$ cat config.mk
export PLATFORM = sky130hd
export DESIGN_NAME = integer_field_formatter
export DESIGN_NICKNAME = d
export VERILOG_FILES = /design/src/hw/rtl/iff_pkg.sv /design/src/hw/rtl/integer_field_formatter.sv /design/src/hw/rtl/iff_conv.sv
export VERILOG_INCLUDE_DIRS = /design/src /design/src/hw/rtl
export SDC_FILE = /design/constraint.sdc
export NUM_CORES = 1
export LEC_CHECK = 0
export BUFFER_PORTS_ARGS = -buffer_cell sky130_fd_sc_hd__buf_2
export CORE_AREA = 2 2 358 254
export CTS_CLUSTER_DIAMETER = 40
export DETAILED_ROUTE_END_ITERATION = 8
export DIE_AREA = 0 0 360 256
export GPL_TIMING_DRIVEN = 0
export SYNTH_ARGS = -nofsm -noshare
export SYNTH_HDL_FRONTEND = slang
export SYNTH_SLANG_ARGS = --single-unit
$ cat constraint.sdc
create_clock -name clk_i -period 8.9 [get_ports clk_i]
set_clock_uncertainty 0.05 [all_clocks]
set_input_delay 1.78 -clock clk_i [delete_from_list [all_inputs] [get_ports clk_i]]
set_output_delay 1.78 -clock clk_i [all_outputs]
set_load 0.05 [all_outputs]
$ cat src/hw/rtl/assert_macros.svh
// assertion helpers for the rtl
`ifndef ASSERT_MACROS_SVH
`define ASSERT_MACROS_SVH
`ifndef SYNTHESIS
`define ASSERT_IMPL(lbl, clk, rstn, prop) \
  lbl: assert property (@(posedge clk) disable iff (!rstn) (prop)) else $error("assert failed");
`define ASSERT_NEVER(lbl, clk, rstn, prop) \
  lbl: assert property (@(posedge clk) disable iff (!rstn) !(prop)) else $error("never failed");
`else
`define ASSERT_IMPL(lbl, clk, rstn, prop)
`define ASSERT_NEVER(lbl, clk, rstn, prop)
`endif
`endif

$ cat src/hw/rtl/iff_pkg.sv
package iff_pkg;
  localparam logic [2:0] KIND_UDEC = 3'd0;
  localparam logic [2:0] KIND_SDEC = 3'd1;
  localparam logic [2:0] KIND_BIN  = 3'd2;
  localparam logic [2:0] KIND_OCT  = 3'd3;
  localparam logic [2:0] KIND_HEX  = 3'd4;

  localparam logic [1:0] RADIX_DEC = 2'd0;
  localparam logic [1:0] RADIX_BIN = 2'd1;
  localparam logic [1:0] RADIX_OCT = 2'd2;
  localparam logic [1:0] RADIX_HEX = 2'd3;

  // characters packed into one output beat
  localparam int CHARS_PER_RESULT = 4;

  localparam logic [7:0] CH_SPACE = 8'h20;
  localparam logic [7:0] CH_ZERO  = 8'h30;
  localparam logic [7:0] CH_PLUS  = 8'h2b;
  localparam logic [7:0] CH_MINUS = 8'h2d;

  // digit conversion control
  typedef struct packed {
    logic       start;
    logic [1:0] radix_sel; // 0 dec, 1 bin, 2 oct, 3 hex
  } conv_ctl_t;

  typedef struct packed {
    logic busy;
    logic done;
  } conv_sts_t;

  function automatic logic [7:0] digit_char(input logic [3:0] d, input logic up);
    logic [7:0] r;
    if (d > 4'd9) r = {4'd0, d} + (up ? 8'd55 : 8'd87);
    else r = {4'd0, d} + CH_ZERO;
    return r;
  endfunction
endpackage

$ cat src/hw/rtl/integer_field_formatter.sv
// integer_field_formatter: turns one 64-bit value plus printf-style options
// into its ascii text, sent as beats of up to CHARS_PER_RESULT characters with
// the first character in the low byte and tlast on the final beat. an item
// is taken while idle; decimal then runs shift-and-add-3 in the shared digit
// unit, and every kind drops leading zero digits one per cycle (from 20
// digits for decimal, 64 binary, 22 octal, 16 hex), then the unit closes,
// hands off its digits and the layout is planned. each beat then packs one
// character per cycle and waits on the output while tready is low.
// the block accepts no new item until the last beat of the current one has
// been taken.
module integer_field_formatter #(
  parameter int MAX_FIELD = 120
) (
  input  logic        clk_i,
  input  logic        rst_ni,
  input  logic        s_axis_tvalid,
  output logic        s_axis_tready,
  // value[63:0], kind[66:64], upper_case[67], left_align[68], zero_pad[69],
  // sign_mode[71:70], alt_form[72], hide_prefix[73], field_width[80:74],
  // precision_given[81], min_digits[88:82], zeros to 95
  input  logic [95:0] s_axis_tdata,
  output logic        m_axis_tvalid,
  input  logic        m_axis_tready,
  // chars[31:0], char_count[34:32], zeros to 39
  output logic [39:0] m_axis_tdata,
  output logic        m_axis_tlast
);
  `include "assert_macros.svh"

  localparam int CPR    = iff_pkg::CHARS_PER_RESULT;
  localparam int MAXRES = 31;
  localparam int CW     = $clog2(CPR + 1);

  localparam logic [2:0] ST_IDLE = 3'd0;
  localparam logic [2:0] ST_CONV = 3'd1;
  localparam logic [2:0] ST_PLAN = 3'd2;
  localparam logic [2:0] ST_EMIT = 3'd3;
  localparam logic [2:0] ST_OUT  = 3'd4;

  logic [2:0] st_q, st_d;
  logic [63:0] mag;
  logic neg;
  logic [2:0] kind;
  logic [1:0] rsel;
  logic left_q, zpad_q, nopre_q, pg_q;
  logic [7:0] width_q, prec_q;
  logic [7:0] pre0_q, pre1_q;
  logic [1:0] plen_q;
  logic [6:0] nd;
  logic dig_pop;
  logic [7:0] dig_char;
  iff_pkg::conv_ctl_t ctl;
  iff_pkg::conv_sts_t sts;

  // layout counts
  logic [7:0] lead_q, zeros_q, trail_q;
  logic [8:0] pos_q;
  logic [8:0] total_q;
  logic [7:0] cur;
  logic [31:0] word_q;
  logic [CW-1:0] cnt_q;
  logic [8:0] emitted_q;
  logic [5:0] nres_q;

  function automatic logic [7:0] sat(input logic [6:0] x);
    return (int'(x) > MAX_FIELD) ? 8'(MAX_FIELD) : {1'b0, x};
  endfunction

  assign kind = s_axis_tdata[66:64];
  assign neg  = (kind == iff_pkg::KIND_SDEC) && s_axis_tdata[63];
  assign mag  = neg ? (~s_axis_tdata[63:0] + 64'd1) : s_axis_tdata[63:0];
  always_comb begin
    case (kind)
      iff_pkg::KIND_BIN: rsel = iff_pkg::RADIX_BIN;
      iff_pkg::KIND_OCT: rsel = iff_pkg::RADIX_OCT;
      iff_pkg::KIND_HEX: rsel = iff_pkg::RADIX_HEX;
      default:           rsel = iff_pkg::RADIX_DEC;
    endcase
  end

  assign s_axis_tready = (st_q == ST_IDLE);
  assign ctl = '{start: s_axis_tvalid && s_axis_tready, radix_sel: rsel};

  iff_conv u_conv (
    .clk_i, .rst_ni, .ctl_i(ctl), .value_i(mag), .up_i(s_axis_tdata[67]),
    .pop_i(dig_pop), .sts_o(sts), .nd_o(nd), .dig_char_o(dig_char)
  );

  // plan arithmetic, signed 11 bits
  logic signed [10:0] w_s, z_s;
  always_comb begin
    w_s = $signed({3'd0, width_q}) - $signed({9'd0, plen_q}) - $signed({4'd0, nd});
    z_s = $signed({3'd0, prec_q}) - $signed({4'd0, nd});
  end

  // character at pos in text
  logic [8:0] p_lead, p_pre, p_zero, p_dig;
  assign p_lead = {1'b0, lead_q};
  assign p_pre  = p_lead + (nopre_q ? 9'd0 : {7'd0, plen_q});
  assign p_zero = p_pre + {1'b0, zeros_q};
  assign p_dig  = p_zero + {2'd0, nd};
  // digits leave the unit most significant first
  assign dig_pop = (st_q == ST_EMIT) && (pos_q >= p_zero) && (pos_q < p_dig);
  always_comb begin
    if (pos_q < p_lead) cur = iff_pkg::CH_SPACE;
    else if (pos_q < p_pre) cur = (pos_q == p_lead) ? pre0_q : pre1_q;
    else if (pos_q < p_zero) cur = iff_pkg::CH_ZERO;
    else if (pos_q < p_dig) cur = dig_char;
    else cur = iff_pkg::CH_SPACE;
  end

  logic beat_take;
  assign beat_take = m_axis_tvalid && m_axis_tready;
  logic out_last;
  assign out_last = (emitted_q >= total_q) || (nres_q == 6'(MAXRES - 1));

  always_ff @(posedge clk_i or negedge rst_ni) begin
    if (!rst_ni) begin
      st_q <= ST_IDLE;
    end else begin
      st_q <= st_d;
    end
  end

  always_comb begin
    st_d = st_q;
    case (st_q)
      ST_IDLE: if (ctl.start) st_d = ST_CONV;
      ST_CONV: if (sts.done) st_d = ST_PLAN;
      ST_PLAN: st_d = ST_EMIT;
      ST_EMIT: if (int'(cnt_q) == CPR - 1 || pos_q + 9'd1 >= total_q)
                 st_d = ST_OUT;
      ST_OUT: if (m_axis_tready) st_d = out_last ? ST_IDLE : ST_EMIT;
      default: st_d = ST_IDLE;
    endcase
  end

  always_ff @(posedge clk_i) begin
    case (st_q)
      ST_IDLE: if (ctl.start) begin
        left_q <= s_axis_tdata[68];
        zpad_q <= s_axis_tdata[69] && !s_axis_tdata[68];
        nopre_q <= s_axis_tdata[73]; pg_q <= s_axis_tdata[81];
        width_q <= sat(s_axis_tdata[80:74]); prec_q <= sat(s_axis_tdata[88:82]);
        pre1_q <= 8'd0;
        if (neg) begin pre0_q <= iff_pkg::CH_MINUS; plen_q <= 2'd1; end
        else if (s_axis_tdata[71:70] == 2'd1) begin
          pre0_q <= iff_pkg::CH_SPACE; plen_q <= 2'd1;
        end else if (s_axis_tdata[71:70] >= 2'd2) begin
          pre0_q <= iff_pkg::CH_PLUS; plen_q <= 2'd1;
        end else if (s_axis_tdata[72] && rsel != iff_pkg::RADIX_DEC) begin
          pre0_q <= iff_pkg::CH_ZERO;
          if (rsel == iff_pkg::RADIX_BIN) begin
            pre1_q <= s_axis_tdata[67] ? 8'h42 : 8'h62; plen_q <= 2'd2;
          end else if (rsel == iff_pkg::RADIX_HEX) begin
            pre1_q <= s_axis_tdata[67] ? 8'h58 : 8'h78; plen_q <= 2'd2;
          end else plen_q <= 2'd1;
        end else begin
          pre0_q <= 8'd0; plen_q <= 2'd0;
        end
      end
      ST_PLAN: begin
        logic signed [10:0] w, z;
        w = w_s; z = 11'sd0;
        if (pg_q) begin
          if (z_s > 0) begin z = z_s; w = w - z_s; end
        end else if (zpad_q && w > 0) begin
          z = w; w = 11'sd0;
        end
        zeros_q <= 8'(z);
        lead_q  <= (w > 0 && !left_q) ? 8'(w) : 8'd0;
        trail_q <= (w > 0 && left_q) ? 8'(w) : 8'd0;
        total_q <= 9'(w > 0 ? w : 11'sd0) + 9'(z) + {2'd0, nd}
                   + (nopre_q ? 9'd0 : {7'd0, plen_q});
        pos_q <= 9'd0; cnt_q <= '0; word_q <= 32'd0;
        emitted_q <= 9'd0; nres_q <= 6'd0;
      end
      ST_EMIT: begin
        word_q <= word_q | ({24'd0, cur} << (8 * int'(cnt_q)));
        cnt_q <= cnt_q + CW'(1);
        pos_q <= pos_q + 9'd1;
        emitted_q <= emitted_q + 9'd1;
      end
      ST_OUT: if (m_axis_tready) begin
        word_q <= 32'd0; cnt_q <= '0; nres_q <= nres_q + 6'd1;
      end
      default: ;
    endcase
  end

  assign m_axis_tvalid = (st_q == ST_OUT);
  assign m_axis_tdata  = {5'd0, 3'(cnt_q), word_q};
  assign m_axis_tlast  = out_last;

  `ASSERT_IMPL(a_busy_no_ready, clk_i, rst_ni, sts.busy |-> !s_axis_tready)
  `ASSERT_IMPL(a_beat_count, clk_i, rst_ni, m_axis_tvalid |-> cnt_q != '0)
  `ASSERT_IMPL(a_out_to_idle, clk_i, rst_ni, (beat_take && m_axis_tlast) |=> st_q == ST_IDLE)
  `ASSERT_NEVER(a_conv_idle, clk_i, rst_ni, sts.done && st_q != ST_CONV)
endmodule

$ cat src/hw/rtl/iff_conv.sv
// shared digit unit: shift-and-add-3 binary to bcd for decimal, one input bit
// per cycle, then leading zero digits are dropped one per cycle so that the
// most significant digit sits in the top nibble, where it is read and popped
module iff_conv (
  input  logic               clk_i,
  input  logic               rst_ni,
  input  iff_pkg::conv_ctl_t ctl_i,
  input  logic [63:0]        value_i,
  input  logic               up_i,
  input  logic               pop_i,
  output iff_pkg::conv_sts_t sts_o,
  output logic [6:0]         nd_o,
  output logic [7:0]         dig_char_o
);
  `include "assert_macros.svh"

  logic [255:0] dig_q, dig_d;
  logic [63:0]  val_q, val_d;
  logic [5:0]   step_q, step_d;
  logic [6:0]   nd_q, nd_d;
  logic         trim_q, trim_d;
  logic         busy_q, busy_d, done_q, done_d, up_q, up_d;
  logic [79:0]  bcd_adj;
  logic [65:0]  oct_v;

  always_comb begin
    dig_d = dig_q; val_d = val_q; step_d = step_q; nd_d = nd_q; trim_d = trim_q;
    busy_d = busy_q; done_d = 1'b0; up_d = up_q;
    oct_v = {2'd0, value_i};
    // add 3 to every bcd digit of 5 or more before the shift
    for (int i = 0; i < 20; i++) begin
      bcd_adj[4*i +: 4] = (dig_q[176 + 4*i +: 4] >= 4'd5) ?
                          (dig_q[176 + 4*i +: 4] + 4'd3) : dig_q[176 + 4*i +: 4];
    end
    if (ctl_i.start) begin
      busy_d = 1'b1; up_d = up_i; val_d = value_i; step_d = 6'd63;
      dig_d = '0;
      case (ctl_i.radix_sel)
        iff_pkg::RADIX_BIN: begin
          for (int i = 0; i < 64; i++) dig_d[4*i +: 4] = {3'd0, value_i[i]};
          nd_d = 7'd64; trim_d = 1'b1;
        end
        iff_pkg::RADIX_OCT: begin
          for (int i = 0; i < 22; i++) dig_d[168 + 4*i +: 4] = {1'b0, oct_v[3*i +: 3]};
          nd_d = 7'd22; trim_d = 1'b1;
        end
        iff_pkg::RADIX_HEX: begin
          dig_d[255:192] = value_i; nd_d = 7'd16; trim_d = 1'b1;
        end
        default: begin
          nd_d = 7'd20; trim_d = 1'b0;
        end
      endcase
    end else if (busy_q) begin
      if (!trim_q) begin
        dig_d[255:176] = {bcd_adj[78:0], val_q[63]};
        val_d = {val_q[62:0], 1'b0};
        step_d = step_q - 6'd1;
        if (step_q == 6'd0) trim_d = 1'b1;
      end else if (dig_q[255:252] == 4'd0 && nd_q != 7'd1) begin
        dig_d = {dig_q[251:0], 4'd0};
        nd_d = nd_q - 7'd1;
      end else begin
        busy_d = 1'b0; done_d = 1'b1;
      end
    end else if (pop_i) begin
      dig_d = {dig_q[251:0], 4'd0};
    end
  end

  always_ff @(posedge clk_i or negedge rst_ni) begin
    if (!rst_ni) begin
      busy_q <= 1'b0; done_q <= 1'b0; nd_q <= 7'd0; step_q <= 6'd0;
      trim_q <= 1'b0;
    end else begin
      busy_q <= busy_d; done_q <= done_d; nd_q <= nd_d; step_q <= step_d;
      trim_q <= trim_d;
    end
  end

  always_ff @(posedge clk_i) begin
    dig_q <= dig_d; val_q <= val_d; up_q <= up_d;
  end

  // most significant remaining digit
  assign dig_char_o = iff_pkg::digit_char(dig_q[255:252], up_q);
  assign nd_o  = nd_q;
  assign sts_o = '{busy: busy_q, done: done_q};

  `ASSERT_IMPL(a_done_pulse, clk_i, rst_ni, done_q |=> !done_q)
  `ASSERT_NEVER(a_busy_done, clk_i, rst_ni, busy_q && done_q)
  `ASSERT_NEVER(a_bcd_fits, clk_i, rst_ni, busy_q && !trim_q && bcd_adj[79])
  `ASSERT_IMPL(a_done_digits, clk_i, rst_ni, done_q |-> (dig_q[255:252] != 4'd0 || nd_q == 7'd1))
endmodule
==> out/qor.yml <==
critical_path:
  cp_num_buf_inv: 2
  cp.arrival_ns: 7.79
  slowest_delay_ns: 0.58
  slowest_stage: "edfxtp_1"
  path_max_fanout: 10
  crit_family: "adder cells"
  path_class: "register to register"
  cp_common_cell: "ha_1"
  cp-end-kind: "register"
  critPathLaunchType: "register"
  critPathRequiredTime_ns: 9.22
sta:
  setup_slack_ns: 1.431
  period_share_pct: 83.92
  rsz0062_at_grt: "false"
  hold_viol: 0
  worstMarginPinSlew_ns: 1.296
  worst_hold_slack_ns: 0.4591
  relSlewSlack_pct: 12.98
  setup_viol: 0
  finalMaxSlewViolations: 0
  max_freq_mhz: 133.9
  finalCriticalPeriod_ns: 7.469
  setup_tns_ns: 0
place:
  dp_cells: 3630
  port_buffers: 123
  gp_congestion: 0.9393
  post_dp_cell_area_sq_um: 24250
  hpwl_um: 53130
  dp_slack_ns: 1.463
power:
  leakage_nw: 10.33
  power_density_nw_per_um2: 426.6
  power.total_mw: 11.26
  ir_drop_uv: 208.6
route:
  vias: 18720
  ant_nets: 0
  dr.pass1.iters: 6
  wl_per_cell_um: 19.17
  drcViolationCount: 0
  initialDrtViolationCount: 2110
  totalWireLength_um: 71820
  routed_via_density: 4.996
global_route:
  grt_pass1_vias: 17060
  grt_use_total_pct: 14.95
  antenna_found_initial: 13
  grt-ovfl-total: 0
  grt_first_pass_wirelength_um: 106900
  grt_max_degree: 65
run_status:
  status: "finished, final reports clean"
cells_and_area:
  final_util_pct: 29.68
  final_cells: 3747
  layout-drive-gt1-share_pct: 11.52
  nNetsFinal: 2802
  stdcell_area_sq_um: 26410
  syn_to_final_growth_pct: 19.96
clock_network:
  ctsHoldBuffers: 0
  cts_tree: "done"
  path_clk_slew_ns: 0.05
  post_cts_buffers: 0
  h-tree-depth: 2
  cts_root_buf: "clkbuf_16"
  cts.sinks: 320
  cts_buffers: 61
  cts_buffer_depth: 3
  cts_resized: 0
  insertion_delay_ns: 0.63
synth:
  synth_common_cells: "edfxtp_1, nand2_1, o21ai_0"
  synth_top_area_share_pct: 41.06
  synth_cell_type_count: 83
  netlist_top_cells_area: "edfxtp_1, ha_1, o21ai_0"
  synth-async-reset-ratio_pct: 5.938
  yosysTopAreaCell: "edfxtp_1"
  yosysMostFrequentCell: "edfxtp_1"
  synthCells: 2319
  netlist_area_sq_um: 22010
  synth_edf_count: 301
  synth_flop_cell: "edfxtp_1"
  synth_warnings: 0
  yosysSeqAreaShare_pct: 43.22
  syn_area_per_cell_sq_um: 9.492
  ys_seq_elements: 320
floorplan:
  rows: 92
  initial_core_util_pct: 24.74
  die-width_um: 360
  ioPinCount: 143
  die_h_um: 256
  dieArea_sq_um: 92160
  core_area_sq_um: 88980
run:
  cap_violations: 0
hold_path:
  hold_path.class: "register to register"
## state kept, by name, summed over array words and instances, names as in the netlist, 5 cells and up
| register | flops |
|---|---|
| u_conv.step_q | 6 |
| u_conv.val_q | 64 |
| u_conv.nd_o | 7 |
| nres_q | 6 |
| prec_q | 7 |
| pre0_q | 5 |
| total_q | 9 |
| u_conv.dig_q | 128 |
| lead_q | 8 |
| word_q | 28 |
| width_q | 7 |
| pos_q | 9 |
| zeros_q | 8 |
| emitted_q | 9 |
## cells in the final DEF, fill, tap and decap left out, types with 11 or more instances in the layout
cell,netlist,layout
a31oi_1,25,25
or2_2,12,12
o21a_1,20,20
inv_6,0,17
xor2_1,53,53
fa_1,16,16
ha_1,167,167
nor4_1,13,13
o22ai_1,31,31
a21oi_1,156,155
nand2_1,287,285
nor3_1,43,43
nor2_1,172,170
inv_1,162,162
a32o_1,20,20
and2_1,19,19
or3_1,14,14
clkbuf_1,94,94
dfrtp_1,19,19
and3_1,15,15
o31ai_1,14,14
nand2b_1,42,42
clkbuf_16,0,61
a22oi_1,11,11
o21ai_0,220,220
edfxtp_1,301,301
nand3_1,34,34
xnor2_1,104,104
nor2b_1,28,28
buf_2,1,125
a21o_1,20,20
mux2i_1,14,14
o221ai_1,43,43
## power breakdown
group / internal (mW) / switching [mW] / total, mW
clock: 1.49 / 0.922 / 2.41
combinational: 2.21 / 3.49 / 5.70
sequential: 2.68 / 0.467 / 3.15
total: 6.39 / 4.88 / 11.3
## per-layer routing
layer / track usage (%) / wire, um
met1: 22.12 / 33970
met5: 0 / 79
met3: 3.394 / 6382
met4: 4.960 / 2004
met2: 21.18 / 29390
## cells by family after synthesis
group	Yosys count	share of synthesized area, %
adder cells (fa/ha/maj)	183	10.95
flip-flops	320	43.22
XOR/XNOR	158	6.321
AO/OA/AOI/OAI	641	18.37
AND/OR/NAND/NOR	726	15.48
buffers and inverters	273	4.849
other	1	0.01704
multiplexers	17	0.7901
## path summary, 6_finish.rpt
path	from	end	slack [ns]	cells after the start
min in group asynchronous	rst_ni	st_q[1]	1.09	1
worst min-delay path	u_conv.val_q[50]	u_conv.val_q[51]	0.46	2
worst max-delay path	plen_q[1]	total_q[8]	1.43	28
worst max register to register	plen_q[1]	total_q[8]	1.43	28
worst min register to register	u_conv.val_q[50]	u_conv.val_q[51]	0.46	2
max in group asynchronous	rst_ni	u_conv.nd_o[0]	7.31	1
## cell type report
cell class / count / area [sq um]
Multi-Input combinational cell: 1734 / 11500
Inverter: 162 / 608.1
Timing Repair Buffer: 129 / 714.4
Tap cell: 1175 / 1470
Clock inverter: 52 / 606.8
Sequential cell: 320 / 9514
Buffer: 111 / 460.4
Fill cell: 9264 / 62580
Clock buffer: 61 / 1526
Antenna cell: 3 / 7.507
## tightest hold or removal path, cell delays in order, from the launching register on
cell and delay [ns]:
edfxtp_1 0.32, nand2_1 0.04, o21ai_0 0.06
(Power assumes the default switching activity.)
